--- config.mk ---
export PLATFORM = sky130hd
export DESIGN_NAME = byte_alu_with_bcd_mode_flat
export DESIGN_NICKNAME = d
export VERILOG_FILES = /design/src/rtl/core/balu_pkg.sv /design/src/rtl/core/balu_ifs.sv /design/src/rtl/core/balu_addsub.sv /design/src/rtl/core/balu_exec.sv /design/src/rtl/core/byte_alu_with_bcd_mode.sv /design/src/flat_wrapper.sv
export SDC_FILE = /design/constraint.sdc
export NUM_CORES = 1
export LEC_CHECK = 0
export ABC_CLOCK_PERIOD_IN_PS = 6300
export BUFFER_PORTS_ARGS = -buffer_cell sky130_fd_sc_hd__clkbuf_2
export CAP_MARGIN = 20
export CORE_MARGIN = 1.5
export CORE_UTILIZATION = 50
export CTS_CLUSTER_DIAMETER = 30
export DETAILED_ROUTE_END_ITERATION = 10
export MAX_ROUTING_LAYER = met4
export PLACE_DENSITY = 0.69
export SLEW_MARGIN = 20
export SYNTH_ARGS = -nofsm -noshare
export SYNTH_HDL_FRONTEND = slang
export SYNTH_HIERARCHICAL = 1
export SYNTH_SLANG_ARGS = --single-unit
export TNS_END_PERCENT = 50
--- constraint.sdc ---
create_clock -name clk -period 6.3 [get_ports clk]
set_input_delay 0.63 -clock clk [delete_from_list [all_inputs] [get_ports clk]]
set_output_delay 0.63 -clock clk [all_outputs]
set_load 0.01 [all_outputs]
--- src/rtl/core/balu_pkg.sv ---
`timescale 1ns / 1ps

package balu_pkg;

	localparam int CMD_W  = 4;
	localparam int BYTE_W = 8;

	typedef enum logic [CMD_W-1:0] {
		CMD_OR   = 4'd0,
		CMD_AND  = 4'd1,
		CMD_XOR  = 4'd2,
		CMD_ADC  = 4'd3,
		CMD_SBC  = 4'd4,
		CMD_CMP  = 4'd5,
		CMD_BIT  = 4'd6,
		CMD_ASL  = 4'd7,
		CMD_LSR  = 4'd8,
		CMD_ROL  = 4'd9,
		CMD_ROR  = 4'd10,
		CMD_INC  = 4'd11,
		CMD_DEC  = 4'd12,
		CMD_LOAD = 4'd13
	} cmd_t;

	localparam int FLAG_C = 0;
	localparam int FLAG_Z = 1;
	localparam int FLAG_D = 3;
	localparam int FLAG_U = 5;
	localparam int FLAG_V = 6;
	localparam int FLAG_N = 7;

	localparam logic [4:0] BCD_LO_LIMIT = 5'h0A;
	localparam logic [3:0] BCD_LO_FIX   = 4'h6;
	localparam logic [8:0] BCD_HI_LIMIT = 9'h0A0;
	localparam logic [9:0] BCD_HI_FIX   = 10'h060;

	typedef struct packed {
		logic [CMD_W-1:0]  cmd;
		logic [BYTE_W-1:0] reg_in;
		logic [BYTE_W-1:0] mem_in;
		logic [BYTE_W-1:0] status_in;
	} alu_in_t;

	typedef struct packed {
		logic [BYTE_W-1:0] result;
		logic [BYTE_W-1:0] status_out;
	} alu_out_t;

	typedef struct packed {
		logic n;
		logic v;
		logic z;
		logic c;
	} nzvc_t;

endpackage

--- src/rtl/core/balu_ifs.sv ---
`timescale 1ns / 1ps

interface balu_req_if import balu_pkg::*; ();
	logic              valid;
	logic              ready;
	logic [CMD_W-1:0]  cmd;
	logic [BYTE_W-1:0] reg_in;
	logic [BYTE_W-1:0] mem_in;
	logic [BYTE_W-1:0] status_in;

	modport source (output valid, cmd, reg_in, mem_in, status_in, input ready);
	modport sink (input valid, cmd, reg_in, mem_in, status_in, output ready);
endinterface

interface balu_rsp_if import balu_pkg::*; ();
	logic              valid;
	logic              ready;
	logic [BYTE_W-1:0] result;
	logic [BYTE_W-1:0] status_out;

	modport source (output valid, result, status_out, input ready);
	modport sink (input valid, result, status_out, output ready);
endinterface

--- src/rtl/core/balu_addsub.sv ---
`timescale 1ns / 1ps

module balu_addsub import balu_pkg::*; (
	input  logic              sub,
	input  logic              dec,
	input  logic [BYTE_W-1:0] a,
	input  logic [BYTE_W-1:0] b,
	input  logic              cin,
	output logic [BYTE_W-1:0] sum,
	output nzvc_t             flags
);

	logic [8:0] bin_add;
	logic [4:0] lo_add;
	logic [4:0] lo_add_fix;
	logic [8:0] hi_add;
	logic [9:0] hi_add_fix;
	logic       borrow;
	logic [8:0] bin_sub;
	logic [5:0] lo_sub;
	logic [5:0] lo_sub_dec;
	logic [5:0] lo_sub_fix;
	logic [9:0] hi_sub;
	logic [9:0] hi_sub_fix;

	assign bin_add    = {1'b0, a} + {1'b0, b} + {8'b0, cin};
	assign lo_add     = {1'b0, a[3:0]} + {1'b0, b[3:0]} + {4'b0, cin};
	assign lo_add_fix = (lo_add >= BCD_LO_LIMIT) ? {1'b1, lo_add[3:0] + BCD_LO_FIX} : lo_add;
	assign hi_add     = {1'b0, a[7:4], 4'b0} + {1'b0, b[7:4], 4'b0} + {4'b0, lo_add_fix};
	assign hi_add_fix = (hi_add >= BCD_HI_LIMIT) ? {1'b0, hi_add} + BCD_HI_FIX
			: {1'b0, hi_add};

	assign borrow     = ~cin;
	assign bin_sub    = {1'b0, a} - {1'b0, b} - {8'b0, borrow};
	assign lo_sub     = {2'b0, a[3:0]} - {2'b0, b[3:0]} - {5'b0, borrow};
	assign lo_sub_dec = lo_sub - {2'b0, BCD_LO_FIX};
	assign lo_sub_fix = lo_sub[5] ? {2'b11, lo_sub_dec[3:0]} : lo_sub;
	assign hi_sub     = {2'b0, a[7:4], 4'b0} - {2'b0, b[7:4], 4'b0}
			+ {{4{lo_sub_fix[5]}}, lo_sub_fix};
	assign hi_sub_fix = hi_sub[9] ? hi_sub - BCD_HI_FIX : hi_sub;

	always_comb begin
		if (sub) begin
			flags.c = ~bin_sub[8];
			flags.v = (a[7] ^ b[7]) & (a[7] ^ bin_sub[7]);
			flags.z = (bin_sub[7:0] == '0);
			flags.n = bin_sub[7];
			sum     = dec ? hi_sub_fix[7:0] : bin_sub[7:0];
		end else if (dec) begin
			flags.c = |hi_add_fix[9:8];
			flags.v = ~(a[7] ^ b[7]) & (a[7] ^ hi_add[7]);
			flags.z = (bin_add[7:0] == '0);
			flags.n = hi_add[7];
			sum     = hi_add_fix[7:0];
		end else begin
			flags.c = bin_add[8];
			flags.v = ~(a[7] ^ b[7]) & (a[7] ^ bin_add[7]);
			flags.z = (bin_add[7:0] == '0);
			flags.n = bin_add[7];
			sum     = bin_add[7:0];
		end
	end

endmodule

--- src/rtl/core/balu_exec.sv ---
`timescale 1ns / 1ps

module balu_exec import balu_pkg::*; (
	input  alu_in_t  op,
	output alu_out_t res
);

	logic [BYTE_W-1:0] as_sum;
	nzvc_t             as_flags;
	logic [BYTE_W-1:0] cmp_diff;
	logic [BYTE_W-1:0] r;
	logic [BYTE_W-1:0] p;

	function automatic logic [BYTE_W-1:0] put_nz(input logic [BYTE_W-1:0] st,
			input logic [BYTE_W-1:0] val);
		logic [BYTE_W-1:0] o;
		o         = st;
		o[FLAG_Z] = (val == '0);
		o[FLAG_N] = val[BYTE_W-1];
		return o;
	endfunction

	balu_addsub u_addsub (
		.sub   (op.cmd == CMD_SBC),
		.dec   (op.status_in[FLAG_D]),
		.a     (op.reg_in),
		.b     (op.mem_in),
		.cin   (op.status_in[FLAG_C]),
		.sum   (as_sum),
		.flags (as_flags)
	);

	assign cmp_diff = op.reg_in - op.mem_in;

	always_comb begin
		r = op.reg_in;
		p = op.status_in;
		unique case (op.cmd)
			CMD_OR: begin
				r = op.reg_in | op.mem_in;
				p = put_nz(p, r);
			end
			CMD_AND: begin
				r = op.reg_in & op.mem_in;
				p = put_nz(p, r);
			end
			CMD_XOR: begin
				r = op.reg_in ^ op.mem_in;
				p = put_nz(p, r);
			end
			CMD_ADC, CMD_SBC: begin
				r         = as_sum;
				p[FLAG_C] = as_flags.c;
				p[FLAG_Z] = as_flags.z;
				p[FLAG_V] = as_flags.v;
				p[FLAG_N] = as_flags.n;
			end
			CMD_CMP: begin
				p         = put_nz(p, cmp_diff);
				p[FLAG_C] = (op.reg_in >= op.mem_in);
			end
			CMD_BIT: begin
				p[FLAG_Z] = ((op.reg_in & op.mem_in) == '0);
				p[FLAG_N] = op.mem_in[7];
				p[FLAG_V] = op.mem_in[6];
			end
			CMD_ASL: begin
				r         = {op.mem_in[6:0], 1'b0};
				p         = put_nz(p, r);
				p[FLAG_C] = op.mem_in[7];
			end
			CMD_LSR: begin
				r         = {1'b0, op.mem_in[7:1]};
				p         = put_nz(p, r);
				p[FLAG_C] = op.mem_in[0];
			end
			CMD_ROL: begin
				r         = {op.mem_in[6:0], op.status_in[FLAG_C]};
				p         = put_nz(p, r);
				p[FLAG_C] = op.mem_in[7];
			end
			CMD_ROR: begin
				r         = {op.status_in[FLAG_C], op.mem_in[7:1]};
				p         = put_nz(p, r);
				p[FLAG_C] = op.mem_in[0];
			end
			CMD_INC: begin
				r = op.mem_in + 8'd1;
				p = put_nz(p, r);
			end
			CMD_DEC: begin
				r = op.mem_in - 8'd1;
				p = put_nz(p, r);
			end
			CMD_LOAD: begin
				r = op.mem_in;
				p = put_nz(p, r);
			end
			default: begin
				r = op.reg_in;
			end
		endcase
		p[FLAG_U] = 1'b1;
	end

	assign res.result     = r;
	assign res.status_out = p;

endmodule

--- src/rtl/core/byte_alu_with_bcd_mode.sv ---
`timescale 1ns / 1ps
// Channel | Role   | Payload
// --------+--------+--------------------------------------
// req     | sink   | cmd, reg_in, mem_in, status_in
// rsp     | source | result, status_out
//
// One transaction per cycle sustained while rsp is not stalled.
// Input register feeds the ALU logic, whose output is held in the result register.
// arst_n clears both valid bits; payload registers are not reset.
// A stall on rsp holds the result register; req is accepted while the input stage is empty or can drain.

module byte_alu_with_bcd_mode import balu_pkg::*; (
	input logic        clk,
	input logic        arst_n,
	balu_req_if.sink   req,
	balu_rsp_if.source rsp
);

	logic     valid_s1;
	alu_in_t  in_s1;
	logic     valid_s2;
	alu_out_t out_s2;
	alu_out_t exec_res;
	logic     load_s2;
	logic     take_req;

	assign load_s2   = ~valid_s2 | rsp.ready;
	assign req.ready = ~valid_s1 | load_s2;
	assign take_req  = req.valid & req.ready;

	always_ff @(posedge clk or negedge arst_n) begin
		if (!arst_n) begin
			valid_s1 <= 1'b0;
		end else if (req.ready) begin
			valid_s1 <= req.valid;
		end
	end

	always_ff @(posedge clk) begin
		if (take_req) begin
			in_s1 <= '{cmd: req.cmd, reg_in: req.reg_in, mem_in: req.mem_in,
					status_in: req.status_in};
		end
	end

	balu_exec u_exec (
		.op  (in_s1),
		.res (exec_res)
	);

	always_ff @(posedge clk or negedge arst_n) begin
		if (!arst_n) begin
			valid_s2 <= 1'b0;
		end else if (load_s2) begin
			valid_s2 <= valid_s1;
		end
	end

	always_ff @(posedge clk) begin
		if (load_s2 && valid_s1) begin
			out_s2 <= exec_res;
		end
	end

	assign rsp.valid      = valid_s2;
	assign rsp.result     = out_s2.result;
	assign rsp.status_out = out_s2.status_out;

endmodule

--- src/flat_wrapper.sv ---
// flat-port wrapper written by rule: the top's interface ports become plain ports
module byte_alu_with_bcd_mode_flat import balu_pkg::*;
  (clk, arst_n, req_valid, req_cmd, req_reg_in, req_mem_in, req_status_in, req_ready, rsp_valid, rsp_result, rsp_status_out, rsp_ready);
  balu_req_if req_i ();
  balu_rsp_if rsp_i ();
  input logic clk;
  input logic arst_n;
  input wire logic [$bits(req_i.valid)-1:0] req_valid;
  input wire logic [$bits(req_i.cmd)-1:0] req_cmd;
  input wire logic [$bits(req_i.reg_in)-1:0] req_reg_in;
  input wire logic [$bits(req_i.mem_in)-1:0] req_mem_in;
  input wire logic [$bits(req_i.status_in)-1:0] req_status_in;
  output wire logic [$bits(req_i.ready)-1:0] req_ready;
  output wire logic [$bits(rsp_i.valid)-1:0] rsp_valid;
  output wire logic [$bits(rsp_i.result)-1:0] rsp_result;
  output wire logic [$bits(rsp_i.status_out)-1:0] rsp_status_out;
  input wire logic [$bits(rsp_i.ready)-1:0] rsp_ready;
  assign req_i.valid = req_valid;
  assign req_i.cmd = req_cmd;
  assign req_i.reg_in = req_reg_in;
  assign req_i.mem_in = req_mem_in;
  assign req_i.status_in = req_status_in;
  assign req_ready = req_i.ready;
  assign rsp_valid = rsp_i.valid;
  assign rsp_result = rsp_i.result;
  assign rsp_status_out = rsp_i.status_out;
  assign rsp_i.ready = rsp_ready;
  byte_alu_with_bcd_mode u_core (.clk(clk), .arst_n(arst_n), .req(req_i), .rsp(rsp_i));
endmodule
== Word-level counts from Yosys, hierarchy flattened ==
Cells that the tools add are included.
Storage, ports and cells
  input bits: 32
  bits in registers: 45
  output and inout port bits: 18
  word-level logic and storage cells: 94
Cells by class
  $add $sub $neg: 19
  mux-type cells: 13
  equal/unequal tests: 13
  reduce and logical (&&, ||, !) cells: 20
  bitwise gates (word level): 18
  magnitude comparators: 3
Operators by type and width (number)
  $logic_not 8->1: 11
  $pmux 8 s11: 1
  $mux 8: 4
  $eq 4x4->1 const B: 6
  $pmux 2 s12: 1
  $add 8x8->9: 2
  $sub 8x8->9: 2
  $eq 4x3->1 const B: 4
  $logic_not 7->1: 2
  $pmux 1 s12: 1
  $add 9x6->10: 1
  $add 9x7->10 const B: 1
  $mux 10: 1
  $reduce_or 2->1: 5
  $add 9x1->9: 1
  $add 9x5->9: 1
  $ge 9x8->1 const B: 1
  $sub 9x1->9: 1
  $add 8x1->8 const B: 1
  $and 8x8->8: 1
  $eq 4x2->1 const B: 2
  $ge 8x8->1: 1
  $mux 4: 2
  $or 8x8->8: 1
  other kinds (21): 32

== Logic depth before layout (Yosys ltp) ==
Gate-level depths: netlist (run 1).
  depth after elaboration: 11
  gate-level depth with buffers: 23
  depth with buffers taken out: 22

== Modules after synthesis ==
The synthesis (run 1) kept the hierarchy.
Modules (own cells, without submodules)
  balu_addsub: seq. area each 0.0 um^2, area an instance 2506.2 um^2, cells an instance 326, times used 1
  balu_exec: seq. area each 0.0 um^2, area an instance 2129.5 um^2, cells an instance 327, times used 1
  byte_alu_with_bcd_mode: seq. area each 1371.3 um^2, area an instance 1425.1 um^2, cells an instance 52, times used 1

== Worst setup path after synthesis (run 1) ==
OpenSTA, ideal clock, no wires.
  path kind: reg-to-reg
  start: register u_core/in_s1[8] (netlist bit)
  end: register u_core.out_s2, in the netlist u_core/rsp.result[5] (data pin)
  period minus slack after synthesis: 5.115 ns
  setup slack: 1.185 ns
  path buffers: 1
  library setup time: 0.254 ns
  stages on the path, launching flop included: 23
  required time: 6.046 ns
  arrival time: 4.860 ns
  cell sequence: edfxtp_1 inv_1 fa_1 fa_1 xnor2_1 ha_1 clkbuf_1 inv_1 a21oi_1 o21ai_0 fa_1 ha_1 inv_1 fa_1 xnor2_1 or4_1 nor4_2 o2bb2ai_1 a21oi_1 nand2_1 and3_1 o2111ai_1 o21a_1
RTL lines
  from (decl): line byte_alu_with_bcd_mode.sv:20  | alu_in_t in_s1;
  from (signal assigned): line byte_alu_with_bcd_mode.sv:41  | in_s1 <= '{cmd: req.cmd, reg_in: req.reg_in, mem_in: req.mem_in,
  to (signal assigned): line byte_alu_with_bcd_mode.sv:61  | out_s2 <= exec_res;
  to (decl): line byte_alu_with_bcd_mode.sv:22  | alu_out_t out_s2;

==> results of run 1 <==
-- area by class of cell --
class / count / area share, %
inverters: 68 / 3.917
clock buffers: 5 / 1.920
flip-flops and latches: 45 / 20.58
repair buffers: 60 / 5.127
clock inverters: 3 / 0.6720
well taps: 143 / 2.746
multi-input cells: 553 / 65.03
-- worst register-to-register path, delay by kind of cell (launching register included) --
family | cells | cell delay (ns)
compound gates | 6 | 0.84
xor+xnor | 2 | 0.41
fa+ha+maj | 6 | 2.19
buf+inv | 3 | 0.35
flops | 1 | 0.55
simple gates | 4 | 1.15
-- power breakdown --
| group | switching (mW) | internal [mW] | total, mW |
|---|---|---|---|
| clock network | 0.114 | 0.188 | 0.302 |
| logic | 0.413 | 0.283 | 0.696 |
| registers | 0.0297 | 0.359 | 0.389 |
| total | 0.557 | 0.830 | 1.39 |
-- routing by layer --
metal  vias to the layer above  track usage (%)  wire (um)
li1                       2663                -          -
met1                      2683            40.30       7897
met2                       314            43.29       7889
met3                        48            6.695       1763
met4                         0            7.173        459
met5                         -                -          0
-- registers in the layout, indices dropped and copies added, names as in the netlist --
signal / cells
u_core/valid_s1: 1
u_core/rsp.result: 8
u_core/rsp.status_out: 8
u_core/in_s1: 27
u_core/rsp.valid: 1
-- how the worst min path moves through the flow --
stage	to
detailed placement	u_core/rsp.status_out[4]
finish	u_core/valid_s1
CTS	u_core/rsp.valid
global placement	u_core/rsp.status_out[2]
floorplan	u_core/rsp.valid
global route	u_core/valid_s1
-- metrics by stage --
stage	total power, mW	instances	setup slack [ns]
2_1_floorplan	0.8946	704	1.185
3_3_place_gp	1.052	868	0.7914
3_5_place_dp	1.070	869	0.7106
4_1_cts	1.377	877	0.6719
5_1_grt	1.474	877	0.2820
6_report	1.386	877	0.5398
-- cell usage in the layout (no fill, tap or decap), types with 6 or more instances in the layout --
master,count
o211ai_1,10
xor2_1,6
ha_1,71
o21a_1,7
nand4_1,7
buf_4,11
nand3_1,15
a211oi_1,6
nor3_1,24
o31ai_1,6
nand2b_1,15
mux2i_1,7
a22oi_1,9
edfxtp_1,43
xnor2_1,28
o21ai_0,39
o21bai_1,7
nor2_1,47
nor4_1,8
fa_1,12
clkbuf_2,48
a31oi_1,12
a221oi_1,9
nor2b_1,11
inv_1,67
nand2_1,37
and3_1,12
a22o_1,8
a21oi_1,34
==> metrics.txt, run 1 <==
status finished clean; synthesis warning total 6; Max Cap Violations 0; initial antenna violation count 0; path type of the worst min-delay path in2async; CTS max path bufs 2; CTS Hold Bufs 0; CTS resizes 0; Critical Path Sink u_core/rsp.result[5]; vias per std cell 6.509; Die Area 12730 um^2; Die H 112.8 um; post-route cell area 6516 um^2; Slew Limit Fails 0; root buffer cell clkbuf_16; CP max-delay cell edfxtp_1; gr usage total 29.13%; CTS tree done; port bufs 48; GP Congestion 1.037; WHS 0.1087 ns; nets 848; pin count of the biggest net entering global routing 46; layout cells sized above 1 12.67%; Pwr Density 212.7 nW/um^2; H-tree levels 2; mapped cell area 6031 um^2; Area after DPL 6347 um^2; startpoint types flip-flop; vias in the first global route 5332; crit path time final 5.760 ns; reg2reg setup slack 0.54 ns; clk sinks 45; Total Wirelength 18010 um; fillcell total 1058; CP Depth 21; Final Hold Viols 0; Total Neg Setup Slack 0 ns; r2r endpoint u_core/rsp.result[5]; Tcrit/Tclk final 91.43%; crit-path cells inv_1 -> fa_1 -> fa_1 -> xnor2_1 -> ha_1 -> inv_1 -> a21oi_1 -> o21ai_0 -> fa_1 -> ha_1 -> inv_1 -> fa_1 -> xnor2_1 -> or4_1 -> nor4_2 -> o2bb2ai_1 -> a21oi_1 -> nand2_1 -> and3_1 -> o2111ai_1 -> o21a_1; Layout Area Growth over Synthesis 8.050%; first-pass GRT wire length 28330 um; RR Startpoint u_core/in_s1[0]; Initial Util 51.93%; Clock transition at path regs 0.07 ns; worst skew pair latency 0.29 ns; area of the multi-input gates 4238 um^2; syn nets 819; Crit. Startpoint u_core/in_s1[0]; diode count 0; most frequent CP cell fa_1; Routed wire per std cell 20.53 um; drc violations 0; post-CTS setup buffer count 0; CP max stage delay 0.55 ns; Max-slew headroom 37.82%; gr ovfl total 0; clock skew 0.007955 ns; fmax 0.1736 GHz; first drt pass iteration count 6; Setup CP Type reg2reg; HPWL Detailed 13580 um; post-route ant nets 0; CP bufs+invs 3; row cnt 39; vias post-DR 5708; CP arrival 5.80 ns; Tightest Pin Transition 0.9327 ns; core area 11610 um^2; RSZ-0062 raised after global routing false; CP Data Required Time 6.34 ns; VDD IR max 138.3 uV; Synth Instances 704; Max FO, Critical Path 8; syn avg cell area 8.566 um^2; CP top delay family adder cells; initial DRC count 758; R2R depth 21; final core utilization 56.11%; Reg area 1341 um^2; Leak Pwr 2.735 nW; die width 112.8 um; IO Pins 50; total CTS buffers 5; kind of end point of the critical path flip-flop; # setup viols final 0
(Power assumes the default switching activity.)
==> run 2, diff against run 1 <==
ABC_CLOCK_PERIOD_IN_PS = 5700   (was 6300)
clock period = 5.7 ns   (was 6.3 ns; I/O delays follow)
==> run 2 against run 1 <==
Effect of this change: clock skew rose by 0.0021 ns; highest routed layer unchanged; sequential share of layout area fell by 0.067 points; final cell count grew 0.57%; utilization increased by 0.18 points; flip-flop and latch count did not move.
==> metrics.txt, run 2 (synthesis results as in run 1) <==
Switching Share 41.80%; gr usage total 29.80%; vias post-DR 5708; Setup CP Type reg2reg; Leak Pwr 2.748 nW; HPWL Detailed 13970 um; Max FO, Critical Path 5; combinational power share 52.3%; Pwr Density 230.6 nW/um^2; Tcrit/Tclk final 92.67%; path type of the worst min-delay path in2async; Top reg by flops u_core/in_s1; drc violations 0; worst skew pair latency 0.30 ns; layout cells sized above 1 13.53%; core area 11610 um^2; CP max-delay cell or4_1; commonest non-fill, non-tap cell in the layout ha_1; gr ovfl total 0; first drt pass iteration count 6; IO Pins 50; fmax 0.1893 GHz; CTS Hold Bufs 0; CTS tree done; CTS max path bufs 2; Total Neg Setup Slack 0 ns; Max Cap Violations 0; Tightest Pin Transition 0.8803 ns; first-pass GRT wire length 29180 um; post-route cell area 6538 um^2; most frequent cells in the layout ha_1 (71), inv_1 (67), clkbuf_2 (48); kind of end point of the critical path flip-flop; Max-slew headroom 41.31%; startpoint types flip-flop; clock skew 0.01002 ns; Total Wirelength 18420 um; pre-CTS WS 0.3840 ns; post-route ant nets 0; CP Data Required Time 5.75 ns; row cnt 39; Routed wire per std cell 20.88 um; crit-path cells inv_1 -> fa_1 -> fa_2 -> xnor2_2 -> ha_1 -> inv_1 -> a21oi_1 -> o21ai_0 -> fa_1 -> ha_1 -> inv_1 -> fa_1 -> xnor2_1 -> or4_1 -> nor4_2 -> o2bb2ai_1 -> a21oi_1 -> nand2_1 -> and3_1 -> o2111ai_1 -> o21a_1; RR Startpoint u_core/in_s1[16]; pin count of the biggest net entering global routing 46; max reg flops 27; clock share of power 19.6%; Final Hold Viols 0; vias in the first global route 5498; CP arrival 5.33 ns; Die H 112.8 um; # setup viols final 0; die width 112.8 um; Final WS setup 0.4177 ns; H-tree levels 2; r2r endpoint u_core/rsp.result[5]; WHS 0.04168 ns; Initial Util 51.93%; Layout Area Growth over Synthesis 8.402%; CP max stage delay 0.51 ns; VDD IR max 118.9 uV; reg2reg setup slack 0.42 ns; R2R depth 21; Cell Int Power 877.5 uW; Post-Layout Cell Count 882; placed cell count 874; Slew Limit Fails 0; initial antenna violation count 0; Area after DPL 6381 um^2; root buffer cell clkbuf_16; part of the power in registers 28.1%; crit path time final 5.282 ns; nets 853; status finished clean; RSZ-0062 raised after global routing false; initial DRC count 732; GP Congestion 0.9623; P_sw 630.2 uW; fillcell total 1083; Die Area 12730 um^2; final core utilization 56.29%; total CTS buffers 5; port bufs 48; Pwr Total 1.508 mW; clk sinks 45; Clock transition at path regs 0.07 ns; diode count 0; vias per std cell 6.472
run 2: changes by cell type in the layout (fill, tap and decap cells not counted), sizes merged:
cell and delta:
buf +5, clkinvlp +1, bufinv -1
run 2: metal layers:
metal	GRT usage [%]	share of wire, %
met5	-	0
met4	8.439	2.2
met3	6.213	8.8
met2	44.63	44
met1	40.88	45
run 2: how the worst max path moves through the flow:
stage / startpoint / depth (start not counted) / endpoint / slack, ns
floorplan: u_core/in_s1[8] / 22 / u_core/rsp.result[5] / 0.59
global placement: u_core/in_s1[16] / 21 / u_core/rsp.result[5] / 0.45
detailed placement: u_core/in_s1[16] / 21 / u_core/rsp.result[5] / 0.38
CTS: u_core/in_s1[16] / 21 / u_core/rsp.result[5] / 0.32
global route: u_core/in_s1[16] / 21 / u_core/rsp.result[5] / 0.07
finish: u_core/in_s1[16] / 21 / u_core/rsp.result[5] / 0.42
run 2: worst max-delay path: cells and delay by family (launching register included):
family | cells | cell delay (ns)
buf+inv | 3 | 0.28
compound gates | 6 | 0.83
xor+xnor | 2 | 0.35
fa+ha+maj | 6 | 2.02
flops | 1 | 0.42
simple gates | 4 | 1.12
run 2: power by group through the flow:
| stage | clock [mW] | combinational, mW | sequential, mW |
|---|---|---|---|
| after detailed placement | 0 | 0.764 | 0.431 |
| after CTS | 0.302 | 0.770 | 0.424 |
| final | 0.295 | 0.789 | 0.424 |
| after floorplan | 0 | 0.560 | 0.429 |
| after global routing | 0.313 | 0.866 | 0.427 |
| after global placement | 0 | 0.738 | 0.429 |
run 2: repair_timing:
action / CTS / global route
endpoints found under the hold margin: 0 / 0
gates resized for setup: 0 / 2
endpoints found under the setup margin: 0 / 2
setup buffers: 0 / 0
run 2: final cells by class:
| type | count | area, um^2 | share of cell area, % |
|---|---|---|---|
| tap | 143 | 178.9 | 2.737 |
| timing repair buffer | 65 | 367.9 | 5.627 |
| sequential | 45 | 1341 | 20.52 |
| clock inverter | 3 | 21.27 | 0.3254 |
| multi-input combinational | 553 | 4248 | 64.98 |
| inverter | 68 | 255.2 | 3.904 |
| clock buffer | 5 | 125.1 | 1.914 |
==> run 3, diff against run 2 <==
CTS_BUF_LIST = sky130_fd_sc_hd__clkbuf_8   (was unset)
==> run 3 against run 2 <==
Effect of this change: sequential power is essentially flat; first-iteration DRC count shrank 3.4%; combinational power is essentially flat; via count grew 0.91%; utilization shrank 0.46 points; clock power shrank 30%; critical endpoint unchanged; register-to-register slack lost 0.02 ns; maximum frequency shrank 0.43%; highest routed layer unchanged; global-route usage shrank 0.22 points; flip-flop and latch count is the same; largest cell class unchanged; total power shrank 5.8%.
==> metrics.txt, run 3 (synthesis results as in run 1) <==
die width 112.8 um; Final Hold Viols 0; fillcell total 1094; post-route ant nets 0; initial DRC count 707; part of the power in registers 29.8%; vias per std cell 6.523; Routed wire per std cell 20.78 um; Slew Limit Fails 0; clock share of power 14.6%; Setup CP Type reg2reg; IO Pins 50; post-CTS setup buffer count 0; first drt pass iteration count 8; Max-slew headroom 40.83%; crit path time final 5.305 ns; reg2reg setup slack 0.39 ns; CP max stage delay 0.50 ns; core area 11610 um^2; crit-path cells inv_1 -> fa_1 -> fa_2 -> xnor2_2 -> ha_1 -> inv_1 -> a21oi_1 -> o21ai_0 -> fa_1 -> ha_1 -> inv_1 -> fa_1 -> xnor2_1 -> or4_1 -> nor4_2 -> o2bb2ai_1 -> a21oi_1 -> nand2_1 -> and3_1 -> o2111ai_1 -> o21a_1; Post-Layout Cell Count 883; most frequent cells in the layout ha_1 (71), inv_1 (67), clkbuf_2 (48); RSZ-0062 raised after global routing false; Cell Int Power 801.0 uW; pin count of the biggest net entering global routing 46; worst skew pair latency 0.32 ns; port bufs 48; first-pass GRT wire length 29010 um; drc violations 0; Leak Pwr 2.723 nW; Total Neg Setup Slack 0 ns; CTS tree done; layout cells sized above 1 13.53%; RR Startpoint u_core/in_s1[16]; H-tree levels 2; HPWL Detailed 13970 um; clock skew 0.01453 ns; Max FO, Critical Path 5; startpoint types flip-flop; gr usage total 29.57%; row cnt 39; commonest non-fill, non-tap cell in the layout ha_1; P_sw 619.3 uW; Pwr Density 219.1 nW/um^2; nets 853; status finished clean; Top reg by flops u_core/in_s1; gr ovfl total 0; r2r endpoint u_core/rsp.result[5]; CP max-delay cell fa_1; Die Area 12730 um^2; CTS max path bufs 2; root buffer cell clkbuf_8; # setup viols final 0; max reg flops 27; total CTS buffers 5; CP arrival 5.37 ns; Tcrit/Tclk final 93.08%; Clock transition at path regs 0.09 ns; Pwr Total 1.420 mW; Max Cap Violations 0; placed cell count 874; fmax 0.1885 GHz; initial antenna violation count 1; path type of the worst min-delay path in2async; kind of end point of the critical path flip-flop; combinational power share 55.6%; Layout Area Growth over Synthesis 7.510%; GP Congestion 0.9623; CP Data Required Time 5.77 ns; VDD IR max 114.7 uV; R2R depth 21; clk sinks 45; Total Wirelength 18350 um; Initial Util 51.93%; vias in the first global route 5482; Die H 112.8 um; Tightest Pin Transition 0.8875 ns; Switching Share 43.60%; vias post-DR 5760
[run 3: cell count changes in the layout (fill, tap and decap cells not counted), sizes merged]
| cell | change |
|---|---|
| diode | +1 |
[run 3: through the flow]
stage	area, um^2	setup WS, ns	hold slack (ns)	util (%)
finish	6484	0.3946	0.01735	55.83
detailed placement	6381	0.3840	0.3584	54.95
global route	6484	0.06099	0.007652	55.83
floorplan	6031	0.5855	0.2744	-
global placement	6374	0.4530	0.3562	54.88
CTS	6471	0.3208	0.01427	55.72
[run 3: how the worst max path moves through the flow]
stage,from,end,depth (start not counted)
after floorplan,u_core/in_s1[8],u_core/rsp.result[5],22
after global placement,u_core/in_s1[16],u_core/rsp.result[5],21
after detailed placement,u_core/in_s1[16],u_core/rsp.result[5],21
after CTS,u_core/in_s1[16],u_core/rsp.result[5],21
after global routing,u_core/in_s1[16],u_core/rsp.result[5],21
final,u_core/in_s1[16],u_core/rsp.result[5],21
[run 3: area by class of cell]
type | instances | area (um^2) | share of cell area (%)
Sequential cell | 45 | 1341 | 20.69
Antenna cell | 1 | 2.502 | 0.03860
Inverter | 68 | 255.2 | 3.937
Clock inverter | 3 | 21.27 | 0.3281
Multi-Input combinational cell | 553 | 4248 | 65.52
Tap cell | 143 | 178.9 | 2.760
Clock buffer | 5 | 68.82 | 1.061
Timing Repair Buffer | 65 | 367.9 | 5.673
[run 3: repair_timing]
| item | 4_1_cts | 5_1_grt |
|---|---|---|
| endpoints found under the setup margin | 0 | 2 |
| resized for setup | 0 | 2 |
| hold buffers | 0 | 0 |
[run 3: per-layer routing]
layer  up-vias  global-route usage [%]  wire length (um)
met4         0                   8.608               492
met2       320                   43.86              8045
li1       2665                       -                 -
met1      2728                   40.88              8074
met5         -                       -                 0
met3        47                   6.106              1738
[run 3: critical path, delay by kind of cell, from the launching register on]
family          cells  cell delay, ns
compound gates      6            0.84
simple gates        4            1.13
xor+xnor            2            0.35
flops               1            0.43
fa+ha+maj           6            2.03
buf+inv             3            0.28
[run 3: power by group through the flow]
stage	registers, mW	clock network, mW	logic (mW)
final	0.424	0.207	0.790
after global routing	0.426	0.225	0.866
after CTS	0.423	0.214	0.770
after global placement	0.429	0	0.738
after floorplan	0.429	0	0.560
after detailed placement	0.431	0	0.764
